--- config.mk ---
export PLATFORM = sky130hd
export DESIGN_NAME = cv3_outq
export DESIGN_NICKNAME = d
export VERILOG_FILES = /design/src/rtl/cv3_pkg.sv /design/src/rtl/cv3_outq.sv
export VERILOG_INCLUDE_DIRS = /design/src /design/src/rtl
export SDC_FILE = /design/constraint.sdc
export NUM_CORES = 1
export LEC_CHECK = 0
export BUFFER_PORTS_ARGS = -buffer_cell sky130_fd_sc_hd__buf_2
export CAP_MARGIN = 15
export CORE_UTILIZATION = 45
export DETAILED_ROUTE_END_ITERATION = 16
export GPL_ROUTABILITY_DRIVEN = 1
export GPL_TIMING_DRIVEN = 0
export PLACE_DENSITY = 0.64
export SLEW_MARGIN = 20
export SYNTH_ARGS = -nofsm -noshare
export SYNTH_HDL_FRONTEND = slang
export SYNTH_SLANG_ARGS = --single-unit
--- constraint.sdc ---
create_clock -name clock -period 5.5 [get_ports clock]
set_input_delay 0.275 -clock clock [delete_from_list [all_inputs] [get_ports clock]]
set_output_delay 0.275 -clock clock [all_outputs]
set_load 0.02 [all_outputs]
--- src/rtl/convolution_3x3_rgba_top_defines.svh ---
// assertion macros shared by the convolution rtl files
// no dependencies; included by the modules that carry assertions
`ifndef CONVOLUTION_3X3_RGBA_TOP_DEFINES_SVH
`define CONVOLUTION_3X3_RGBA_TOP_DEFINES_SVH

// same-cycle implication, muted during reset
`define CV3_ASSERT_IMPLY(label, clk, rst, ante, cons, msg) \
   label: assert property (@(posedge clk) disable iff (rst) (ante) |-> (cons)) else $error(msg);

// next-cycle implication, muted during reset
`define CV3_ASSERT_NEXT(label, clk, rst, ante, cons, msg) \
   label: assert property (@(posedge clk) disable iff (rst) (ante) |=> (cons)) else $error(msg);

// invariant, muted during reset
`define CV3_ASSERT_ALWAYS(label, clk, rst, cond, msg) \
   label: assert property (@(posedge clk) disable iff (rst) (cond)) else $error(msg);

`endif

--- src/rtl/cv3_pkg.sv ---
// shared constants, register codes and beat types of the 3x3 rgba convolution
// no dependencies; used by the top level, cv3_lane and cv3_outq
`default_nettype none

package cv3_pkg;

   localparam int KERNEL_SIZE    = 3;
   localparam int TAPS           = KERNEL_SIZE * KERNEL_SIZE;
   localparam int FRAC_BITS      = 8;
   localparam int PIX_BITS       = 8;
   localparam int NUM_LANES      = 4;
   localparam int PIXEL_BITS     = PIX_BITS * NUM_LANES;
   localparam int SIZE_BITS      = 12;
   localparam int ROW_BITS       = 48;
   localparam int POS_BITS       = 11;
   localparam int MIN_SIZE       = 3;
   localparam int PIX_MAX        = 255;
   localparam int RESET_WIDTH    = 640;
   localparam int RESET_HEIGHT   = 480;
   localparam int CSR_ADDR_BITS  = 6;
   localparam int CSR_DATA_BITS  = 64;
   localparam int OUTQ_DEPTH     = 4;

   localparam int DEF_MAX_WIDTH  = 2048;
   localparam int DEF_MAX_HEIGHT = 2048;
   localparam int DEF_COEF_BITS  = 16;
   localparam int DEF_CHANNELS   = 4;

   typedef enum logic [2:0] {
      REG_IMAGE_WIDTH   = 3'd0,
      REG_IMAGE_HEIGHT  = 3'd1,
      REG_KERNEL_TOP    = 3'd2,
      REG_KERNEL_MIDDLE = 3'd3,
      REG_KERNEL_BOTTOM = 3'd4
   } reg_index_type;

   typedef struct packed {
      logic [PIX_BITS-1:0] red;
      logic [PIX_BITS-1:0] green;
      logic [PIX_BITS-1:0] blue;
      logic [PIX_BITS-1:0] alpha;
      logic [POS_BITS-1:0] column;
      logic [POS_BITS-1:0] row;
      logic                last;
   } rsp_beat_type;

   typedef struct packed {
      logic first_valid;
      logic second_valid;
   } push_ctl_type;

endpackage

`default_nettype wire

--- src/rtl/cv3_outq.sv ---
// result queue: up to two beats pushed per cycle, one popped per cycle while not stalled
// depends on cv3_pkg and convolution_3x3_rgba_top_defines.svh
`default_nettype none
`include "convolution_3x3_rgba_top_defines.svh"

module cv3_outq (
   input  wire logic                  clock,
   input  wire logic                  reset,
   input  wire cv3_pkg::push_ctl_type push_ctl,
   input  wire cv3_pkg::rsp_beat_type beat_first,
   input  wire cv3_pkg::rsp_beat_type beat_second,
   output logic                       has_room,
   output logic                       out_valid,
   input  wire logic                  out_stall,
   output cv3_pkg::rsp_beat_type      out_beat
);

   localparam int DEPTH = cv3_pkg::OUTQ_DEPTH;
   localparam int PTR_W = $clog2(DEPTH);
   localparam int CNT_W = $clog2(DEPTH + 1);

   cv3_pkg::rsp_beat_type q_ff [DEPTH];
   logic [PTR_W-1:0] wr_ptr_ff, wr_ptr_in, rd_ptr_ff, rd_ptr_in, wr_ptr_plus;
   logic [CNT_W-1:0] count_ff, count_in;
   logic             pop;

   assign pop         = (count_ff != '0) && !out_stall;
   assign wr_ptr_plus = wr_ptr_ff + PTR_W'(1);

   always_comb begin
      count_in  = count_ff + CNT_W'(push_ctl.first_valid) + CNT_W'(push_ctl.second_valid)
                - CNT_W'(pop);
      wr_ptr_in = wr_ptr_ff + PTR_W'(push_ctl.first_valid) + PTR_W'(push_ctl.second_valid);
      rd_ptr_in = rd_ptr_ff + PTR_W'(pop);
   end

   always_ff @(posedge clock) begin
      if (reset) begin
         wr_ptr_ff <= '0;
         rd_ptr_ff <= '0;
         count_ff  <= '0;
      end else begin
         wr_ptr_ff <= wr_ptr_in;
         rd_ptr_ff <= rd_ptr_in;
         count_ff  <= count_in;
      end
   end

   always_ff @(posedge clock) begin
      if (push_ctl.first_valid) begin
         q_ff[wr_ptr_ff] <= beat_first;
      end
      if (push_ctl.second_valid) begin
         q_ff[push_ctl.first_valid ? wr_ptr_plus : wr_ptr_ff] <= beat_second;
      end
   end

   assign has_room  = count_ff <= CNT_W'(DEPTH - 2);
   assign out_valid = count_ff != '0;
   assign out_beat  = q_ff[rd_ptr_ff];

   `CV3_ASSERT_ALWAYS(a_count_bound, clock, reset, count_ff <= CNT_W'(DEPTH), "queue count exceeds depth")
   `CV3_ASSERT_IMPLY(a_push_room, clock, reset, push_ctl.first_valid || push_ctl.second_valid, count_ff <= CNT_W'(DEPTH - 2), "push without room for two beats")
   `CV3_ASSERT_IMPLY(a_ptr_track, clock, reset, count_ff != CNT_W'(DEPTH), PTR_W'(rd_ptr_ff + PTR_W'(count_ff)) == wr_ptr_ff, "queue pointers disagree with count")

endmodule

`default_nettype wire
==> impl_metrics.tcl <==
set metrics [dict create \
    cp.required_ps 5740 \
    ctsRootBufferMaster "clkbuf_16" \
    rsz0062_at_grt "false" \
    cp-start-kind "flop" \
    synth-xor-area-share 0.002373 \
    vias 6173 \
    wire_per_inst_microns 22.31 \
    syn_avg_cell_area_sq_um 18.90 \
    die_h_microns 158.9 \
    place_inst 1085 \
    finalNetCount 912 \
    clock_sinks 227 \
    finalSetupTns_ps 0 \
    fin_hold_ws_ps 38.16 \
    synthesis.nets 711 \
    fmax_mhz 337.8 \
    comb_power_share 0.300 \
    clkLatencyLatePin_ps 510 \
    p_int_mw 3.907 \
    drtPass1Iterations 6 \
    yosysWarnings 0 \
    path_max_fanout 34 \
    synth_compound_area_frac 0.006667 \
    setup_viol 0 \
    yosys.area_share.simple 0.008588 \
    dr.first_iter.drc_count 321 \
    antenna_found_initial 4 \
    period_needed_ps 2960 \
    io_pins 172 \
    routed_wl_mm 25.31 \
    seqPwrFrac 0.408 \
    cellLeakagePower_nw 4.727 \
    irDropWorstVdd_uv 192.7 \
    cts_buffer_depth 3 \
    cts.htree.levels 1 \
    finalHoldViolCount 0 \
    synthFlopType "edfxtp_1" \
    core_sq_um 24250 \
    path_clk_slew_ps 60 \
    area_growth_pct 19.79 \
    ys_top_cells_by_count "220 x edfxtp_1, 181 x mux2_2, 55 x mux4_2, 39 x mux2_1, 14 x buf_4" \
    start_util 0.4567 \
    overflow 0 \
    synth_mux_area_frac 0.3356 \
    endpoint_kind "flop" \
    postSynth.asyncResetShare 0 \
    synth_fa_ha_area_frac 0.01333 \
    numPortBuffers 171 \
    synth_edf_count 220 \
    ys_ff_latch 227 \
    cts-hold-fix-buffers 0 \
    rows 57 \
    yosysTopAreaCell "edfxtp_1" \
    cts_tree "done" \
    finalClockSkew_ps 7.164 \
    cts_made_buffers 24 \
    max_cap_violations 0 \
    pwr-share-clk 0.292 \
    crit_arrival_ps 3200 \
    yosysSeqAreaShare 0.6093 \
    swShare 0.2952 \
    switchingPower_mw 1.636 \
    synth.most_common_cell "edfxtp_1" \
    die_area_sq_um 25240 \
    detail-route-antenna-nets 0 \
    grt_pass1_wl_mm 39.10 \
    power_per_cell_area_nw_per_um2 418.0 \
    routabilityCongestion 0.8114 \
    worstMarginPinSlew_ps 759.1 \
    grt_pass1_vias 6932 \
    critPathKind "flop to flop" \
    syn_inst 586 \
    slew_viol_final 0 \
    ctsResizeCount 0 \
    layout-drive-gt1-share 0.5988 \
    synth_top_area_frac 0.5966 \
    grt_max_degree 39 \
    hp-class "input port to flop" \
    status "finished clean" \
    postCtsSetupBuffers 0 \
    min_period_over_period 0.5382 \
    synth_top_family_by_area "multiplexers" \
    via_per_inst 5.444 \
    drc 0 \
    synth_area_leaders "edfxtp_1 60%, mux2_2 18%, mux4_2 11%" \
    grt_util_all_layers 0.2043 \
    synth.distinct_cells 28 \
    final_cells 1134 \
    syn_area_sq_um 11070 \
    maxSlewHeadroom 0.4939 \
    fp.dieW_microns 158.9 \
    place_hpwl_mm 16.30 \
]
logic make-up (layout without fill, tap and decap cells):
family,count (synthesis),count (layout)
AOI/OAI and AO/OA,8,8
xor gates and xnor gates,3,3
adders and majority gates,10,10
buffers and inverters,45,264
DFF,227,227
muxes,275,275
other,0,5
and+or+nand+nor,18,18
layout by cell type (no fill, tap or decap), types with 6 or more instances in the layout:
| cell | Yosys | routed |
|---|---|---|
| edfxtp_1 | 220 | 220 |
| buf_2 | 13 | 184 |
| mux2_2 | 181 | 181 |
| mux4_2 | 55 | 55 |
| mux2_1 | 39 | 39 |
| clkbuf_16 | 0 | 25 |
| buf_4 | 14 | 14 |
| clkbuf_1 | 6 | 11 |
| inv_1 | 7 | 7 |
| ha_1 | 7 | 7 |
| dfxtp_1 | 7 | 7 |
| clkinv_1 | 0 | 6 |
power by group through the flow:
| stage | registers [mW] | logic [mW] | clock network [mW] |
|---|---|---|---|
| 2_1_floorplan | 2.29 | 1.14 | 0 |
| 3_3_place_gp | 2.31 | 1.64 | 0 |
| 3_5_place_dp | 2.30 | 1.69 | 0 |
| 4_1_cts | 2.27 | 1.70 | 1.64 |
| 5_1_grt | 2.28 | 1.79 | 1.71 |
| 6_report | 2.26 | 1.66 | 1.62 |
sequential cells by signal (all words and copies together) (netlist names):
signal,flops
count_ff,3
q_ff,220
rd_ptr_ff,2
wr_ptr_ff,2
cell type report:
cell class	instances	area, sq um
Fill cell	1981	10980
Inverter	8	30.03
Clock buffer	30	644.4
Timing Repair Buffer	175	958.4
Sequential cell	227	6746
Antenna cell	5	12.51
Tap cell	324	405.4
Multi-Input combinational cell	314	4089
Buffer	37	237.7
Clock inverter	14	140.1
metal layers:
metal  track usage  routed length [microns]  vias to the layer above
met5             0                       18                        -
met4       0.04545                      360                        2
met3       0.04049                     1476                       31
met2        0.3658                    13040                      153
met1        0.2546                    10410                     3176
li1              -                        -                     2811
path summary, 6_finish.rpt:
check                                  start      endpoint  slack [ps]  cells after the start
worst max-delay path            wr_ptr_ff[0]   q_ff[0][32]        2540                      8
worst min-delay path                   reset  rd_ptr_ff[1]          40                      2
worst min register to register  rd_ptr_ff[0]  rd_ptr_ff[0]         610                      2
worst max register to register  wr_ptr_ff[0]   q_ff[0][32]        2540                      8
worst max-delay path, stage by stage (launching register included):
cell     delay (ps)
dfxtp_1         540
inv_2           120
ha_1            360
and3b_1         190
o21ai_0         210
buf_2           360
buf_4           300
nand2_4         280
buf_16          310
metrics by stage:
stage	util	area, sq um	power, mW	setup slack [ps]
final	0.5470	13260	5.544	2540
after floorplan	-	11070	3.431	2303
after global routing	0.5466	13250	5.787	2350
after detailed placement	0.5141	12470	3.997	2544
after global placement	0.5087	12330	3.946	572.3
after CTS	0.5465	13250	5.611	2528
Power figures use the tool's default switching activity.
