File: config.mk
export PLATFORM = sky130hd
export DESIGN_NAME = cv3_lane
export DESIGN_NICKNAME = d
export VERILOG_FILES = /design/src/rtl/convolution_3x3_rgba_top_defines.svh /design/src/rtl/cv3_pkg.sv /design/src/rtl/cv3_lane.sv
export SDC_FILE = /design/constraint.sdc
export NUM_CORES = 2
export LEC_CHECK = 0
export BUFFER_PORTS_ARGS = -buffer_cell sky130_fd_sc_hd__buf_2
export CAP_MARGIN = 5
export CORE_AREA = 2 2 340 342
export CTS_CLUSTER_DIAMETER = 80
export DETAILED_ROUTE_END_ITERATION = 8
export DIE_AREA = 0 0 342 344
export PLACE_DENSITY = 0.64
export SYNTH_ARGS = -nofsm -noshare
export SYNTH_HDL_FRONTEND = slang
export SYNTH_SLANG_ARGS = --single-unit
File: constraint.sdc
create_clock -name clock -period 9.4 [get_ports clock]
set_input_delay 1.88 -clock clock [delete_from_list [all_inputs] [get_ports clock]]
set_output_delay 1.88 -clock clock [all_outputs]
set_load 0.005 [all_outputs]
File: src/rtl/convolution_3x3_rgba_top_defines.svh
// assertion macros shared by the convolution rtl files
// no dependencies; included by the modules that carry assertions
`ifndef CONVOLUTION_3X3_RGBA_TOP_DEFINES_SVH
`define CONVOLUTION_3X3_RGBA_TOP_DEFINES_SVH

// same-cycle implication, muted during reset
`define CV3_ASSERT_IMPLY(label, clk, rst, ante, cons, msg) \
   label: assert property (@(posedge clk) disable iff (rst) (ante) |-> (cons)) else $error(msg);

// next-cycle implication, muted during reset
`define CV3_ASSERT_NEXT(label, clk, rst, ante, cons, msg) \
   label: assert property (@(posedge clk) disable iff (rst) (ante) |=> (cons)) else $error(msg);

// invariant, muted during reset
`define CV3_ASSERT_ALWAYS(label, clk, rst, cond, msg) \
   label: assert property (@(posedge clk) disable iff (rst) (cond)) else $error(msg);

`endif

File: src/rtl/cv3_pkg.sv
// shared constants, register codes and beat types of the 3x3 rgba convolution
// no dependencies; used by the top level, cv3_lane and cv3_outq
`default_nettype none

package cv3_pkg;

   localparam int KERNEL_SIZE    = 3;
   localparam int TAPS           = KERNEL_SIZE * KERNEL_SIZE;
   localparam int FRAC_BITS      = 8;
   localparam int PIX_BITS       = 8;
   localparam int NUM_LANES      = 4;
   localparam int PIXEL_BITS     = PIX_BITS * NUM_LANES;
   localparam int SIZE_BITS      = 12;
   localparam int ROW_BITS       = 48;
   localparam int POS_BITS       = 11;
   localparam int MIN_SIZE       = 3;
   localparam int PIX_MAX        = 255;
   localparam int RESET_WIDTH    = 640;
   localparam int RESET_HEIGHT   = 480;
   localparam int CSR_ADDR_BITS  = 6;
   localparam int CSR_DATA_BITS  = 64;
   localparam int OUTQ_DEPTH     = 4;

   localparam int DEF_MAX_WIDTH  = 2048;
   localparam int DEF_MAX_HEIGHT = 2048;
   localparam int DEF_COEF_BITS  = 16;
   localparam int DEF_CHANNELS   = 4;

   typedef enum logic [2:0] {
      REG_IMAGE_WIDTH   = 3'd0,
      REG_IMAGE_HEIGHT  = 3'd1,
      REG_KERNEL_TOP    = 3'd2,
      REG_KERNEL_MIDDLE = 3'd3,
      REG_KERNEL_BOTTOM = 3'd4
   } reg_index_type;

   typedef struct packed {
      logic [PIX_BITS-1:0] red;
      logic [PIX_BITS-1:0] green;
      logic [PIX_BITS-1:0] blue;
      logic [PIX_BITS-1:0] alpha;
      logic [POS_BITS-1:0] column;
      logic [POS_BITS-1:0] row;
      logic                last;
   } rsp_beat_type;

   typedef struct packed {
      logic first_valid;
      logic second_valid;
   } push_ctl_type;

endpackage

`default_nettype wire

File: src/rtl/cv3_lane.sv
// one channel lane: nine products, partial sums of three, final sum with clamp
// depends on cv3_pkg
`default_nettype none

module cv3_lane #(
   parameter int COEF_BITS = cv3_pkg::DEF_COEF_BITS
) (
   input  wire logic                                              clock,
   input  wire logic                                              en,
   input  wire logic [cv3_pkg::TAPS-1:0][cv3_pkg::PIX_BITS-1:0]   pix,
   input  wire logic [cv3_pkg::TAPS-1:0][COEF_BITS-1:0]           coefs,
   output logic      [cv3_pkg::PIX_BITS-1:0]                      result
);

   localparam int PROD_W = COEF_BITS + cv3_pkg::PIX_BITS + 1;
   localparam int PART_W = PROD_W + 2;
   localparam int SUM_W  = PROD_W + 4;
   localparam int TOP_W  = cv3_pkg::FRAC_BITS + cv3_pkg::PIX_BITS;

   logic signed [PROD_W-1:0]          prod_ff [cv3_pkg::TAPS];
   logic signed [PART_W-1:0]          part_ff [cv3_pkg::KERNEL_SIZE];
   logic        [cv3_pkg::PIX_BITS-1:0] res_ff;
   logic        [cv3_pkg::PIX_BITS-1:0] res_in;
   logic signed [SUM_W-1:0]           sum;

   always_ff @(posedge clock) begin
      if (en) begin
         for (int k = 0; k < cv3_pkg::TAPS; k++) begin
            prod_ff[k] <= $signed({1'b0, pix[k]}) * $signed(coefs[k]);
         end
         for (int j = 0; j < cv3_pkg::KERNEL_SIZE; j++) begin
            part_ff[j] <= PART_W'(prod_ff[3*j]) + PART_W'(prod_ff[3*j+1])
                        + PART_W'(prod_ff[3*j+2]);
         end
         res_ff <= res_in;
      end
   end

   // drop the fraction, clamp to the pixel range
   always_comb begin
      sum = SUM_W'(part_ff[0]) + SUM_W'(part_ff[1]) + SUM_W'(part_ff[2]);
      if (sum[SUM_W-1]) begin
         res_in = '0;
      end else if (sum[SUM_W-2:TOP_W] != '0) begin
         res_in = cv3_pkg::PIX_BITS'(cv3_pkg::PIX_MAX);
      end else begin
         res_in = sum[TOP_W-1:cv3_pkg::FRAC_BITS];
      end
   end

   assign result = res_ff;

endmodule

`default_nettype wire

==> results.json <==
{
  "ios": 226,
  "critical_path_required_ns": 9.71,
  "fin_hold_ws_ns": 0.750,
  "finalSetupViolations": 0,
  "seq_power_share_pct": 16.8,
  "drt-total-wl_microns": 123000,
  "p_switching_uw": 11200,
  "internal_power_uw": 11800,
  "grt_pass1_wl_microns": 208000,
  "min_path_cells": 2,
  "period_share_pct": 73.6,
  "reg2reg_slack_ns": 5.27,
  "dr.first_iter.drc_count": 1932,
  "ctsHoldBuffers": 0,
  "drcViolationCount": 0,
  "hold_path_end": "part_ff[0][28]",
  "synth_most_common_cell": "inv_1",
  "critPathMaxStageDelay_ns": 0.89,
  "final_nets": 7785,
  "final_area_sq_um": 60600,
  "synth_area_leaders": "fa_1 (36%), edfxtp_1 (17%), ha_1 (12%)",
  "crit_fanout": 16,
  "synthCells": 5807,
  "yosysSeqAreaShare_pct": 16.7,
  "power.total_uw": 23000,
  "wl_per_cell_microns": 16.3,
  "syn_area_sq_um": 56500,
  "cts-buffers-inserted": 40,
  "cellPowerDensity_nw_per_um2": 380,
  "ant_nets": 0,
  "port_buffers": 225,
  "fp.dieW_microns": 342,
  "finalHoldViolCount": 0,
  "insertion_delay_ns": 0.56,
  "yosys_most_used_dff": "edfxtp_1",
  "initial_core_util_pct": 49.6,
  "synth_seq_cells": 314,
  "worstHoldStart": "prod_ff[1][26]",
  "root_buffer": "clkbuf_16",
  "drive_gt1_share_pct": 5.28,
  "slowest_stage": "a2111oi_0",
  "cts_resized": 0,
  "vias": 38421,
  "drtPass1Iterations": 5,
  "synth_edf_count": 314,
  "synth.distinct_cells": 75,
  "die_area_sq_um": 118000,
  "syn_to_final_growth_pct": 7.19,
  "grt_max_degree": 119,
  "clkTransAtPathRegs_ns": 0.06,
  "final.min_clock_period_ns": 6.92,
  "track_usage_pct": 21.9,
  "grt_overflow": 0,
  "hpwlAfterDp_microns": 102000,
  "num_rows": 124,
  "rsz0062_at_grt": "no",
  "ys_warn_count": 0,
  "antenna_found_initial": 11,
  "tns_ns": 0,
  "p_sw_share_pct": 48.6,
  "reg2regPathDepth": 12,
  "timing.rr.start": "part_ff[0][9]",
  "cts_sinks": 314,
  "viasPerCell": 5.10,
  "ir_drop_mv": 0.226,
  "status": "completed",
  "yosys-top-cells-count": "inv_1 (1414), fa_1 (1022), and2_1 (642), nand2_1 (601), ha_1 (552)",
  "drv_slew": 0,
  "cp.arrival_ns": 7.23,
  "fin_skew_ns": 0.0175,
  "gp_congestion": 0.873,
  "reg2reg_to": "result[4]",
  "max_slew_margin_pct": 31.0,
  "dpl_cell_area_sq_um": 59200,
  "worst-setup-path-type": "input port to flip-flop",
  "async_reset_ff_share_pct": 0,
  "die_h_microns": 344,
  "synth_fp_nets": 7599,
  "power_frac_comb_pct": 76.5,
  "cts_setup_buffers": 0,
  "hp-class": "flip-flop to flip-flop",
  "tritoncts": "built",
  "timing.fmax_ghz": 0.145,
  "drv_cap": 0,
  "syn_area_per_cell_sq_um": 9.73,
  "tightest_slew_ns": 1.03,
  "clockBufferDepth": 3,
  "p_clk_share_pct": 6.7,
  "grt_pass1_vias": 40571,
  "p_leak_uw": 0.0306,
  "synth_top_cell_by_area": "fa_1",
  "cp_cell_sequence": "buf_2 -> nand2_1 -> fa_1 -> inv_1 -> fa_1 -> fa_1 -> inv_1 -> fa_1 -> inv_1 -> ha_1 -> o21a_1 -> a21oi_1 -> a2111oi_0 -> nand3_1 -> a31oi_1 -> a41oi_1 -> a21oi_1 -> a21o_1 -> a21oi_1 -> xnor2_1",
  "crit_path_start_kind": "input port",
  "h-tree-depth": 2,
  "core_area_sq_um": 114000,
  "synth_top_area_share_pct": 36.2,
  "cp_common_cell": "fa_1",
  "endpoint_kind": "flip-flop"
}
==> cell families after synthesis <==
family / share of synthesized area [%]
flip-flops: 16.7
buffers and inverters: 9.96
AND/OR/NAND/NOR: 14.2
adder cells (fa/ha/maj): 48.4
multiplexers: 0.0354
XOR/XNOR: 4.23
AO/OA/AOI/OAI: 6.42
==> layout make-up <==
cell class | instances | area, sq um
clock buffers | 43 | 1030
repair buffers | 228 | 1160
fillers | 10396 | 53300
flip-flops and latches | 314 | 9430
multi-input cells | 3994 | 41500
well taps | 1512 | 1890
inverters | 1415 | 5310
diodes | 7 | 17.5
clock inverters | 27 | 277
==> layout by cell type (no fill, tap or decap), types with 64 or more instances in the layout <==
master | synthesis | layout
nor2_1 | 129 | 129
xor2_1 | 74 | 74
a21oi_1 | 187 | 187
ha_1 | 552 | 552
xnor2_1 | 199 | 199
and2_1 | 642 | 642
nand2_1 | 601 | 601
o21ai_0 | 64 | 64
edfxtp_1 | 314 | 314
fa_1 | 1022 | 1022
a21o_1 | 71 | 71
buf_2 | 0 | 224
inv_1 | 1414 | 1414
==> sequential cells by signal, indices dropped and copies added, names as in the netlist <==
name,cells
part_ff,81
result,8
prod_ff,225
==> stage by stage <==
step | util [%] | worst slack (ns) | std cells
after CTS | 53.2 | 2.57 | 7533
after global placement | 52.0 | 2.12 | 7463
final | 53.2 | 2.48 | 7540
after floorplan | - | 2.53 | 5807
after detailed placement | 52.0 | 1.99 | 7463
after global routing | 53.2 | 2.18 | 7537
==> worst max path at each step <==
stage	from	end	slack (ns)	cells after the start
final	pix[24]	prod_ff[0][98]	2.48	20
after global routing	pix[24]	prod_ff[0][98]	2.18	20
after CTS	pix[24]	prod_ff[0][98]	2.57	20
after detailed placement	pix[24]	prod_ff[0][98]	1.99	20
after global placement	pix[56]	prod_ff[1][99]	2.12	22
after floorplan	pix[56]	prod_ff[1][99]	2.53	20
==> layer usage <==
metal	vias to the layer above	GRT usage (%)	part of all wire [%]
li1	18173	-	-
met4	2	4.90	2.2
met3	127	2.03	4.6
met5	-	0	0.0098
met2	788	37.6	49
met1	19331	30.3	44
==> worst max-delay path, delay by kind of cell <==
| family | cells | cell delay [ns] |
|---|---|---|
| buffers and inverters | 4 | 0.45 |
| adder cells (fa/ha/maj) | 5 | 2.38 |
| XOR/XNOR | 1 | 0.12 |
| AND/OR/NAND/NOR | 2 | 0.36 |
| AO/OA/AOI/OAI | 8 | 2.04 |
==> power by group through the flow <==
stage / combinational, uW / clock [uW] / sequential [uW]
3_3_place_gp: 17300 / 0 / 3900
6_report: 17600 / 1550 / 3870
4_1_cts: 17700 / 1580 / 3890
5_1_grt: 20100 / 1640 / 3940
2_1_floorplan: 13400 / 0 / 3590
3_5_place_dp: 17500 / 0 / 3900
No activity file was read; power rests on OpenSTA's default activity.
